$ cat src/rtl/core/dwq_pkg.sv
// Shared types and codes of the deadline wait queue.
`default_nettype none

package dwq_pkg;

  localparam int DEADLINE_W = 32;
  localparam int STATUS_W   = 2;
  localparam int CFG_ADDR_W = 3;

  localparam logic OP_INSERT = 1'b0;
  localparam logic OP_REMOVE = 1'b1;

  localparam logic MODE_FIFO = 1'b0;
  localparam logic MODE_EDF  = 1'b1;

  localparam logic [STATUS_W-1:0] ST_DONE      = 2'd0;
  localparam logic [STATUS_W-1:0] ST_FULL      = 2'd1;
  localparam logic [STATUS_W-1:0] ST_NOT_FOUND = 2'd2;

  localparam logic [CFG_ADDR_W-1:0] REG_ORDER_MODE = 3'd0;

  typedef enum logic [1:0] {
    PH_IDLE = 2'b01,
    PH_UPD  = 2'b10
  } phase_t;

  // Control broadcast from the sequencer to every cell.
  typedef struct packed {
    logic capture;
    logic commit;
    logic op;
    logic mode;
  } cell_ctl_t;

endpackage

`default_nettype wire

$ cat src/rtl/core/dwq_cell.sv
// One queue slot: holds an entry, flags its own match and shifts with its neighbors.
`default_nettype none

module dwq_cell #(
  parameter int ID_BITS = 8
) (
  input  wire logic                           clk,
  input  wire logic                           rst_n,
  input  wire dwq_pkg::cell_ctl_t             ctl,
  input  wire logic [ID_BITS-1:0]             cmp_id,
  input  wire logic [dwq_pkg::DEADLINE_W-1:0] cmp_deadline,
  input  wire logic [ID_BITS-1:0]             new_id,
  input  wire logic [dwq_pkg::DEADLINE_W-1:0] new_deadline,
  input  wire logic [ID_BITS-1:0]             prev_id,
  input  wire logic [dwq_pkg::DEADLINE_W-1:0] prev_deadline,
  input  wire logic                           prev_valid,
  input  wire logic [ID_BITS-1:0]             next_id,
  input  wire logic [dwq_pkg::DEADLINE_W-1:0] next_deadline,
  input  wire logic                           next_valid,
  input  wire logic                           chain_in,
  output logic                                chain_out,
  output logic                                hit,
  output logic [ID_BITS-1:0]                  id,
  output logic [dwq_pkg::DEADLINE_W-1:0]      deadline,
  output logic                                valid
);

  logic [ID_BITS-1:0]             id_r, id_nxt;
  logic [dwq_pkg::DEADLINE_W-1:0] dl_r, dl_nxt;
  logic                           valid_r, valid_nxt;
  logic                           hit_r, hit_nxt;

  always_comb begin
    hit_nxt = hit_r;
    if (ctl.capture) begin
      if (ctl.op == dwq_pkg::OP_INSERT) begin
        hit_nxt = !valid_r || ((ctl.mode == dwq_pkg::MODE_EDF) && (dl_r >= cmp_deadline));
      end else begin
        hit_nxt = valid_r && (id_r == cmp_id);
      end
    end
  end

  always_comb begin
    id_nxt    = id_r;
    dl_nxt    = dl_r;
    valid_nxt = valid_r;
    if (ctl.commit) begin
      if (ctl.op == dwq_pkg::OP_INSERT) begin
        // cells past the insert point move one step toward the tail
        if (chain_in) begin
          id_nxt    = prev_id;
          dl_nxt    = prev_deadline;
          valid_nxt = prev_valid;
        end else if (hit_r) begin
          id_nxt    = new_id;
          dl_nxt    = new_deadline;
          valid_nxt = 1'b1;
        end
      end else if (chain_in || hit_r) begin
        // close the gap left by the removed entry
        id_nxt    = next_id;
        dl_nxt    = next_deadline;
        valid_nxt = next_valid;
      end
    end
  end

  always_ff @(posedge clk) begin
    if (!rst_n) begin
      valid_r <= 1'b0;
      hit_r   <= 1'b0;
    end else begin
      valid_r <= valid_nxt;
      hit_r   <= hit_nxt;
    end
  end

  always_ff @(posedge clk) begin
    id_r <= id_nxt;
    dl_r <= dl_nxt;
  end

  assign chain_out = chain_in | hit_r;
  assign hit       = hit_r;
  assign id        = id_r;
  assign deadline  = dl_r;
  assign valid     = valid_r;

endmodule

`default_nettype wire

$ cat src/rtl/core/deadline_wait_queue_top.sv
// Deadline wait queue: a row of shifting cells with a two-phase sequencer and stream ports.
// Each transaction runs in two phases: at acceptance every cell compares the
// request against its own entry and registers a match flag; in the update
// phase, once the output register is free, the first match is found along the
// cell row, the cells from it toward the tail shift in place and the result is
// written into the output register. A new request is taken only once the
// update is made; none is taken while another is in progress. In FIFO mode (order_mode 0)
// inserts go to the tail; in EDF mode (order_mode 1) an insert goes before
// the first entry whose deadline is not earlier than its own. A remove
// deletes the entry nearest the head with the given id. The queue holds
// QUEUE_DEPTH entries; its storage needs no clearing after reset.
`default_nettype none

module deadline_wait_queue_top #(
  parameter int QUEUE_DEPTH = 16,
  parameter int ID_BITS     = 8
) (
  input  wire logic                                clk,
  input  wire logic                                rst_n,
  // in_tdata: op, requester_id, deadline (zero padded to whole bytes)
  input  wire logic                                in_tvalid,
  output logic                                     in_tready,
  input  wire logic [((ID_BITS+dwq_pkg::DEADLINE_W+8)/8)*8-1:0] in_tdata,
  // out_tdata: status, head_freed, head_valid, head_id, occupancy (zero padded)
  output logic                                     out_tvalid,
  input  wire logic                                out_tready,
  output logic [((ID_BITS+$clog2(QUEUE_DEPTH+1)+11)/8)*8-1:0] out_tdata,
  input  wire logic                                cfg_psel,
  input  wire logic                                cfg_penable,
  input  wire logic                                cfg_pwrite,
  input  wire logic [dwq_pkg::CFG_ADDR_W-1:0]      cfg_paddr,
  input  wire logic [31:0]                         cfg_pwdata,
  output logic [31:0]                              cfg_prdata,
  output logic                                     cfg_pready
);

  localparam int CNT_W  = $clog2(QUEUE_DEPTH + 1);
  localparam int DL_W   = dwq_pkg::DEADLINE_W;
  localparam int OUT_RW = dwq_pkg::STATUS_W + 2 + ID_BITS + CNT_W;
  localparam int OUT_W  = ((ID_BITS + CNT_W + 11) / 8) * 8;

  // input unpack
  logic              in_op;
  logic [ID_BITS-1:0] in_id;
  logic [DL_W-1:0]   in_dl;
  assign in_op = in_tdata[0];
  assign in_id = in_tdata[ID_BITS:1];
  assign in_dl = in_tdata[ID_BITS+DL_W:ID_BITS+1];

  // configuration
  logic mode_r, mode_nxt;
  logic cfg_wr;
  assign cfg_pready = 1'b1;
  assign cfg_wr     = cfg_psel && cfg_penable && cfg_pwrite && cfg_pready;
  assign mode_nxt   = (cfg_wr && (cfg_paddr == dwq_pkg::REG_ORDER_MODE)) ? cfg_pwdata[0]
                                                                          : mode_r;
  assign cfg_prdata = (cfg_paddr == dwq_pkg::REG_ORDER_MODE) ? {31'd0, mode_r} : 32'd0;

  // sequencer state
  dwq_pkg::phase_t    ph_r, ph_nxt;
  logic               op_r, op_nxt;
  logic [ID_BITS-1:0] cid_r, cid_nxt;
  logic [DL_W-1:0]    cdl_r, cdl_nxt;
  logic [CNT_W-1:0]   count_r, count_nxt;
  logic               out_valid_r, out_valid_nxt;
  logic [OUT_RW-1:0]  out_data_r, out_data_nxt;

  logic accept, done_now, full, found, apply;
  dwq_pkg::cell_ctl_t ctl;

  // cell row wiring
  logic [ID_BITS-1:0] cell_id    [QUEUE_DEPTH];
  logic [DL_W-1:0]    cell_dl    [QUEUE_DEPTH];
  logic               cell_valid [QUEUE_DEPTH];
  logic               cell_hit   [QUEUE_DEPTH];
  logic               chain      [QUEUE_DEPTH+1];

  assign chain[0] = 1'b0;

  for (genvar i = 0; i < QUEUE_DEPTH; i++) begin : g_cell
    logic [ID_BITS-1:0] p_id, n_id;
    logic [DL_W-1:0]    p_dl, n_dl;
    logic               p_v, n_v;

    if (i == 0) begin : g_first
      assign p_id = '0;
      assign p_dl = '0;
      assign p_v  = 1'b0;
    end else begin : g_mid_p
      assign p_id = cell_id[i-1];
      assign p_dl = cell_dl[i-1];
      assign p_v  = cell_valid[i-1];
    end

    if (i == QUEUE_DEPTH - 1) begin : g_last
      assign n_id = '0;
      assign n_dl = '0;
      assign n_v  = 1'b0;
    end else begin : g_mid_n
      assign n_id = cell_id[i+1];
      assign n_dl = cell_dl[i+1];
      assign n_v  = cell_valid[i+1];
    end

    dwq_cell #(
      .ID_BITS(ID_BITS)
    ) u_cell (
      .clk          (clk),
      .rst_n        (rst_n),
      .ctl          (ctl),
      .cmp_id       (in_id),
      .cmp_deadline (in_dl),
      .new_id       (cid_r),
      .new_deadline (cdl_r),
      .prev_id      (p_id),
      .prev_deadline(p_dl),
      .prev_valid   (p_v),
      .next_id      (n_id),
      .next_deadline(n_dl),
      .next_valid   (n_v),
      .chain_in     (chain[i]),
      .chain_out    (chain[i+1]),
      .hit          (cell_hit[i]),
      .id           (cell_id[i]),
      .deadline     (cell_dl[i]),
      .valid        (cell_valid[i])
    );
  end

  assign in_tready = (ph_r == dwq_pkg::PH_IDLE);
  assign accept    = in_tvalid && in_tready;
  assign done_now  = (ph_r == dwq_pkg::PH_UPD) && (!out_valid_r || out_tready);
  assign full      = (count_r == CNT_W'(QUEUE_DEPTH));
  assign found     = chain[QUEUE_DEPTH];
  assign apply     = (op_r == dwq_pkg::OP_INSERT) ? !full : found;

  assign ctl.capture = accept;
  assign ctl.commit  = done_now && apply;
  assign ctl.op      = accept ? in_op : op_r;
  assign ctl.mode    = mode_r;

  always_comb begin
    logic [dwq_pkg::STATUS_W-1:0] status;
    logic                         freed;
    logic [ID_BITS-1:0]           head;
    logic                         head_v;

    ph_nxt        = ph_r;
    op_nxt        = op_r;
    cid_nxt       = cid_r;
    cdl_nxt       = cdl_r;
    count_nxt     = count_r;
    out_valid_nxt = out_valid_r && !out_tready;
    out_data_nxt  = out_data_r;
    status        = dwq_pkg::ST_DONE;
    freed         = 1'b0;
    head          = cell_id[0];
    head_v        = 1'b0;

    unique case (ph_r)
      dwq_pkg::PH_IDLE: begin
        if (accept) begin
          op_nxt  = in_op;
          cid_nxt = in_id;
          cdl_nxt = in_dl;
          ph_nxt  = dwq_pkg::PH_UPD;
        end
      end
      dwq_pkg::PH_UPD: begin
        if (done_now) begin
          ph_nxt = dwq_pkg::PH_IDLE;
        end
      end
      default: ph_nxt = dwq_pkg::PH_IDLE;
    endcase

    if (op_r == dwq_pkg::OP_INSERT) begin
      if (!apply) begin
        status = dwq_pkg::ST_FULL;
      end else if (cell_hit[0]) begin
        head = cid_r;
      end
    end else begin
      if (!apply) begin
        status = dwq_pkg::ST_NOT_FOUND;
      end else if (cell_hit[0]) begin
        freed = 1'b1;
        head  = cell_id[1];
      end
    end

    if (done_now) begin
      if (apply) begin
        count_nxt = (op_r == dwq_pkg::OP_INSERT) ? count_r + CNT_W'(1) : count_r - CNT_W'(1);
      end
      head_v        = (count_nxt != '0);
      out_valid_nxt = 1'b1;
      out_data_nxt  = {count_nxt, head_v ? head : ID_BITS'(0), head_v, freed, status};
    end
  end

  always_ff @(posedge clk) begin
    if (!rst_n) begin
      ph_r        <= dwq_pkg::PH_IDLE;
      mode_r      <= dwq_pkg::MODE_FIFO;
      count_r     <= '0;
      out_valid_r <= 1'b0;
      op_r        <= dwq_pkg::OP_INSERT;
    end else begin
      ph_r        <= ph_nxt;
      mode_r      <= mode_nxt;
      count_r     <= count_nxt;
      out_valid_r <= out_valid_nxt;
      op_r        <= op_nxt;
    end
  end

  always_ff @(posedge clk) begin
    cid_r      <= cid_nxt;
    cdl_r      <= cdl_nxt;
    out_data_r <= out_data_nxt;
  end

  assign out_tvalid = out_valid_r;
  assign out_tdata  = {(OUT_W - OUT_RW)'(0), out_data_r};

`ifndef SYNTHESIS
  a_count_bound: assert property (@(posedge clk) disable iff (!rst_n)
    count_r <= CNT_W'(QUEUE_DEPTH))
    else $error("occupancy above queue depth");

  a_head_matches_count: assert property (@(posedge clk) disable iff (!rst_n)
    cell_valid[0] == (count_r != '0))
    else $error("head cell valid disagrees with occupancy");

  a_tail_matches_full: assert property (@(posedge clk) disable iff (!rst_n)
    cell_valid[QUEUE_DEPTH-1] == full)
    else $error("tail cell valid disagrees with full flag");

  a_commit_sets_out: assert property (@(posedge clk) disable iff (!rst_n)
    done_now |=> out_valid_r && (ph_r == dwq_pkg::PH_IDLE))
    else $error("update did not produce a result");
`endif

endmodule

`default_nettype wire
$ cat config.mk
export PLATFORM = sky130hd
export DESIGN_NAME = deadline_wait_queue_top
export DESIGN_NICKNAME = d
export VERILOG_FILES = /design/src/rtl/core/dwq_pkg.sv /design/src/rtl/core/dwq_cell.sv /design/src/rtl/core/deadline_wait_queue_top.sv
export SDC_FILE = /design/constraint.sdc
export NUM_CORES = 2
export LEC_CHECK = 0
export BUFFER_PORTS_ARGS = -buffer_cell sky130_fd_sc_hd__buf_2
export CAP_MARGIN = 25
export CORE_MARGIN = 4
export CORE_UTILIZATION = 45
export DETAILED_ROUTE_END_ITERATION = 16
export SYNTH_ARGS = -nofsm -noshare
export SYNTH_HDL_FRONTEND = slang
export SYNTH_SLANG_ARGS = --single-unit
$ cat constraint.sdc
create_clock -name clk -period 8.85 [get_ports clk]
set_input_delay 1.77 -clock clk [delete_from_list [all_inputs] [get_ports clk]]
set_output_delay 1.77 -clock clk [all_outputs]
set_load 0.05 [all_outputs]
=== Yosys cells after proc, flatten, opt, wreduce, memory -nomap -nowiden ===
Index checks and enable logic that the tools add are counted.

* $add $sub $neg: 2
* Multipliers: 0
* Div/mod/pow operators: 0
* Magnitude comparators: 16
* Equal/unequal tests: 36
* Shift-type cells: 0
* Multiplexer cells: 222
* Bitwise logic cells: 15
* Reductions and logical operators: 126

{| class="wikitable"
|+ Operator list
! kind !! number
|-
| 32-bit two-way mux || 63
|-
| 8-bit two-way mux || 66
|-
| 32-bit >= comparator || 16
|-
| 8-bit equality test || 16
|-
| 1-bit two-way mux || 85
|-
| 3-bit AND reduction || 15
|-
| 3-bit nonzero test || 15
|-
| 1-bit logical AND || 39
|-
| 1-bit logical OR || 32
|-
| 2-bit by 1-bit inequality test with 1-bit output, second input constant || 16
|-
| 1-bit logical NOT || 19
|-
| 5-bit two-way mux || 3
|-
| 1-bit OR || 15
|-
| 2-bit two-way mux || 4
|-
| 2-bit AND reduction || 4
|-
| 5-bit by 1-bit adder with 5-bit output, second input constant || 1
|-
| 5-bit equality test, second input constant || 1
|-
| 5-bit nonzero test || 1
|-
| 5-bit by 1-bit subtractor with 5-bit output, second input constant || 1
|-
| 2-bit case mux with 2 select lines || 1
|-
| 3-bit logical NOT || 1
|-
| 2-bit by 1-bit equality test with 1-bit output, second input constant || 1
|-
| 2-bit equality test, second input constant || 1
|-
| 2-bit inequality test, second input constant || 1
|}

* Register bits: 739
* Bits in latches: 0
* RAM bits: 0
* ROM bits: 0
* Output and inout bits: 59
* Word-level logic and storage cells: 491
* Memories kept: 0

=== Depth between registers and ports, before layout ===
* Word-level depth: 19
* Mapped depth: 11

=== Modules after synthesis ===
Synthesis repeated with hierarchy kept, for this count alone.

* Cell total of the unflattened synthesis: 5203
* Area total of the unflattened synthesis: 51483.1 um2

{| class="wikitable"
|+ Modules (own cells, without submodules)
! module !! times used !! cells each !! area an instance (um2) !! seq. area each (um2)
|-
| dwq_cell (g_cell[0].u_cell ...) || 15 || 312 || 3029.2 || 1241.2
|-
| dwq_cell (g_cell[9].u_cell) || 1 || 315 || 3062.9 || 1241.2
|-
| deadline_wait_queue_top || 1 || 208 || 2982.9 || 1911.8
|}

=== Worst setup path after synthesis ===
OpenSTA, ideal clock, no wires.

* Path type: input -> register
* Start: in out_tready
* End: reg g_cell[7].u_cell.valid_r
* Arrival time: 5243 ps
* Setup slack: 3528 ps
* Stages on the path: 8
* Cells stage by stage: nand2b_1 -> nor2b_1 -> clkbuf_1 -> nand2_1 -> clkbuf_1 -> nor2_1 -> o211ai_1 -> a21boi_0

* Word-level cells in the longest chain between the ends: 4

{| class="wikitable"
|+ Ends and longest elaborated chain
! element !! RTL line !! source
|-
| from (decl) || deadline_wait_queue_top.sv:26 || <nowiki>input wire logic out_tready,</nowiki>
|-
| 1-bit logical OR || deadline_wait_queue_top.sv:132 || <nowiki>assign done_now = (ph_r == dwq_pkg::PH_UPD) && (!out_valid_r || out_tready);</nowiki>
|-
| 1-bit logical AND || deadline_wait_queue_top.sv:132 ||
|-
| net done_now || deadline_wait_queue_top.sv:68 || <nowiki>logic accept, done_now, full, found, apply;</nowiki>
|-
| 1-bit logical AND || deadline_wait_queue_top.sv:138 || <nowiki>assign ctl.commit = done_now && apply;</nowiki>
|-
| 3-bit AND reduction (no source line) || - ||
|-
| to (signal assigned) || dwq_cell.sv:74 || <nowiki>valid_r <= valid_nxt;</nowiki>
|-
| to (decl) || dwq_cell.sv:30 || <nowiki>logic valid_r, valid_nxt;</nowiki>
|}

The timed path passes the listed nets, and every way through them passes these cells.
A chain may end at the register's enable or synchronous reset.

=== Worst setup path after layout ===
* Start: in in_tdata[10] in the netlist's numbering
* End: reg g_cell[3].u_cell.hit_r

* Word-level cells in the longest chain between the ends: 4

{| class="wikitable"
|+ Ends and longest elaborated chain
! element !! RTL line !! source
|-
| from (decl) || deadline_wait_queue_top.sv:23 || <nowiki>input wire logic [((ID_BITS+dwq_pkg::DEADLINE_W+8)/8)*8-1:0] in_tdata,</nowiki>
|-
| 32-bit >= comparator || dwq_cell.sv:37 || <nowiki>hit_nxt = !valid_r || ((ctl.mode == dwq_pkg::MODE_EDF) && (dl_r >= cmp_deadline));</nowiki>
|-
| 1-bit logical AND || dwq_cell.sv:37 ||
|-
| 1-bit logical OR || dwq_cell.sv:37 ||
|-
| 1-bit two-way mux || dwq_cell.sv:36 || <nowiki>if (ctl.op == dwq_pkg::OP_INSERT) begin</nowiki>
|-
| to (signal assigned) || dwq_cell.sv:75 || <nowiki>hit_r <= hit_nxt;</nowiki>
|-
| to (decl) || dwq_cell.sv:31 || <nowiki>logic hit_r, hit_nxt;</nowiki>
|}

No other way between the ends.

==> metrics.txt <==
number of optimization iterations in the first detailed-route pass=5; routed wire length=around 150000 µm; number of global-route vias before repair=36400; Post-Synthesis Mean Instance Area=10.0 µm²; top flip-flop cell by instance count after synthesis=sky130_fd_sc_hd__edfxtp_1; area share of the largest cell type after synthesis=43.1%; weighted congestion at the end of routability-driven global placement=0.914; Die Width=336 µm; storage element area=21800 µm²; leading post-synthesis cells by instance count=sky130_fd_sc_hd__nand2_1 (928), sky130_fd_sc_hd__edfxtp_1 (697), sky130_fd_sc_hd__o21ai_0 (571); antenna violations before repair=2; number of gates resized after cts=0; clock latency of the later-clocked register in the worst-skew pair=0.66 ns; count of vias placed by the detailed router=37500; Buf/Inv on CP=2; growth of design area from synthesis to finish=8.85%; highest attainable clock frequency=just under 200 MHz; HP Class=flip-flop to flip-flop; worst slack, placed=around 3.1 ns; FF+latch count, synth=about 740; minimum clock period after layout=between 5 and 6 ns; HPWL reported at the end of detailed placement=101000 µm; Synth cell types=70; crit path DAT=~5.6 ns; initial cell density of the core=a little under half; Inserted Diodes=0; cell family with most CP delay=compound AO/OA/AOI/OAI gates; share of flip-flops with an asynchronous set or reset=0%; cell with the most instances after synthesis=sky130_fd_sc_hd__nand2_1; setup repair after global routing missed its margin=no; PortBufs=71; power per standard cell area=175 nW/µm²; TritonCTS Sinks=about 740; number of instances in the synthesized netlist=4840; final period utilization=58.3%; maximum count of clock buffers along a single path=3; met2 Use GR=roughly 40%; CP Data Required Time=between 9 and 10 ns; final setup skew=0.0276 ns; cell-by-cell trace of the critical path=buf_2 -> inv_1 -> ha_1 -> a2111oi_0 -> nor4_1 -> nor4_1 -> nor4_1 -> o31ai_1 -> a211oi_1; die span in y=approximately 340 µm; number of ports placed on the die boundary=149; CP dominant cell by count=sky130_fd_sc_hd__nor4_1; status=complete, no violations; leakage power summed over all cells=19.9 nW; combined global-route utilization of all metal layers=25.6%; TritonCTS clock tree=done; maximum fanout along the worst path=16; YS warnings=0; GR Overflow Total=0; number of max-slew violations in the final report=0; Critical Path Start Type=primary input; number of hold violations in the final report=0; worst-case headroom to the max-slew limit=14.1%; average wire length per cell after detail routing=23.7 µm; met3 track demand over resource=3.42%; via density per instance=6.02; ranking of synthesized cells by area=sky130_fd_sc_hd__edfxtp_1 (43%), sky130_fd_sc_hd__ha_1 (13%), sky130_fd_sc_hd__mux2i_1 (10%); area used by multi-input combinational logic=25300 µm²; critical-path cell with the highest stage delay=sky130_fd_sc_hd__o31ai_1; fin nets=5370; full die area=between 100000 and 150000 µm²; number of rows created at floorplan=120; Setup TNS Final=0 ns; met1 Use GR=37.0%; cell type contributing the most total cell area after synthesis=sky130_fd_sc_hd__edfxtp_1; fraction of final layout cells sized beyond drive strength 1=6.44%; CTS root buffer=sky130_fd_sc_hd__clkbuf_16; number of clock buffers inserted by TritonCTS=84; number of setup buffers added after CTS=0; number of hold buffers added after CTS=0; maxcap violations=0; violation count after the first detailed-route iteration=3700; largest net degree at the start of global routing=237; Finish-stage setup viols=0; post-route DRC violation count=0; endpoint class of the critical path=flip-flop; Clock Pin Slew Worst Setup and Hold Paths=roughly 0.06 ns; EDFF count, synth=697; transition time at the pin with the least slew margin=1.29 ns; global-route wire length before repair=about 220000 µm; core outline area=107000 µm²; category of the critical setup timing path=primary input to flip-flop; post-synthesis instance area=48500 µm²; H-Tree Depth=3; largest vdd supply drop=145 µV; count of antenna-violating nets left after detailed routing=0; max incr delay on CP=0.89 ns; minimum setup slack in the final design=3.69 ns; routing layer with the top usage in global route=met2; proportion of synthesized chip area in sequential cells=between 40% and 50%; fillers=between 9000 and 10000
logic make-up after synthesis:
family / after synthesis / share of synthesized area [%]
AO/OA/AOI/OAI: 1119 / 13.0
AND/OR/NAND/NOR: 1436 / 12.6
buffers and inverters: 407 / 3.66
other: 2 / 0.0155
flip-flops: 739 / 44.9
XOR/XNOR: 131 / 2.36
adder cells (fa/ha/maj): 516 / 13.3
multiplexers: 490 / 10.1
cells in the final DEF, fill, tap and decap left out, types with 9 or more instances in the layout:
master,instances
sky130_fd_sc_hd__xnor2_1,62
sky130_fd_sc_hd__nor4_1,37
sky130_fd_sc_hd__nand2b_1,15
sky130_fd_sc_hd__or3_1,11
sky130_fd_sc_hd__nand4_1,94
sky130_fd_sc_hd__clkinv_1,18
sky130_fd_sc_hd__o2111ai_1,10
sky130_fd_sc_hd__buf_4,65
sky130_fd_sc_hd__a211oi_1,29
sky130_fd_sc_hd__o21ai_1,42
sky130_fd_sc_hd__xor2_1,69
sky130_fd_sc_hd__nor2_1,184
sky130_fd_sc_hd__o21ai_0,571
sky130_fd_sc_hd__nor2b_1,17
sky130_fd_sc_hd__ha_1,515
sky130_fd_sc_hd__clkbuf_16,86
sky130_fd_sc_hd__nand2_1,928
sky130_fd_sc_hd__o211ai_1,13
sky130_fd_sc_hd__bufinv_16,9
sky130_fd_sc_hd__a21oi_1,222
sky130_fd_sc_hd__o221ai_1,9
sky130_fd_sc_hd__nand3_1,47
sky130_fd_sc_hd__mux2i_1,489
sky130_fd_sc_hd__clkinv_2,17
sky130_fd_sc_hd__dfxtp_1,41
sky130_fd_sc_hd__buf_2,71
sky130_fd_sc_hd__conb_1,39
sky130_fd_sc_hd__a211o_1,9
sky130_fd_sc_hd__nor3_1,39
sky130_fd_sc_hd__inv_1,62
sky130_fd_sc_hd__nor2_4,21
sky130_fd_sc_hd__clkbuf_1,13
sky130_fd_sc_hd__a21o_1,33
sky130_fd_sc_hd__edfxtp_1,697
sky130_fd_sc_hd__a31oi_1,101
sky130_fd_sc_hd__a2111oi_0,14
per-layer routing:
metal	vias up	routed length [µm]
li1	17600	-
met1	18500	67500
met2	1249	65400
met3	207	10100
met4	4	4960
met5	-	24
flip-flops by register name (all words and copies together) (netlist names):
register,cells
g_cell.u_cell.deadline,512
op_r,1
ph_r,2
g_cell.u_cell.hit,16
out_data_r,17
g_cell.u_cell.id,128
cid_r,8
out_tvalid,1
cdl_r,32
count_r,5
g_cell.u_cell.valid,16
mode_r,1
area by class of cell:
class | count | area share (%)
clock inverter | 49 | 0.905
timing repair buffer | 145 | 1.93
sequential | 739 | 41.2
inverter | 63 | 0.450
tap | 1403 | 3.32
clock buffer | 100 | 4.19
multi-input combinational | 3731 | 48.0
tightest hold or removal path, cell delays in order (launching register included):
cell and delay [ns]:
sky130_fd_sc_hd__dfxtp_1 0.34, sky130_fd_sc_hd__nand2_1 0.06, sky130_fd_sc_hd__a21boi_0 0.07
final timing paths:
kind                                           start                             end  slack (ns)  cells after the start
worst max-delay path                    in_tdata[10]            g_cell[3].u_cell.hit        3.69                      9
worst min-delay path                      count_r[3]                      count_r[3]        0.52                      2
worst max register to register  g_cell[0].u_cell.hit  g_cell[13].u_cell.deadline[23]        4.10                      8
worst min register to register            count_r[3]                      count_r[3]        0.52                      2
report_power, final:
| group | switching (W) | total [W] | leakage (nW) | internal, W |
|---|---|---|---|---|
| Sequential | 0.000125 | 0.00411 | 6.67 | 0.00398 |
| Clock | 0.00153 | 0.00357 | 1.33 | 0.00204 |
| Combinational | 0.00101 | 0.00156 | 11.9 | 0.000552 |
| Total | 0.00267 | 0.00924 | 19.9 | 0.00658 |
stage by stage:
| step | instance area [µm²] | total power (W) | util (%) | std cells | hold slack (ns) |
|---|---|---|---|---|---|
| 2_1_floorplan | 48700 | 0.00528 | - | 4877 | 0.464 |
| 3_3_place_gp | 50100 | 0.00567 | 46.8 | 6077 | 0.499 |
| 3_5_place_dp | 50100 | 0.00573 | 46.8 | 6081 | 0.506 |
| 4_1_cts | 52800 | 0.00927 | 49.3 | 6230 | 0.514 |
| 5_1_grt | 52800 | 0.00959 | 49.3 | 6230 | 0.548 |
| 6_report | 52800 | 0.00924 | 49.3 | 6230 | 0.516 |
No activity file was read; power rests on OpenSTA's default activity.
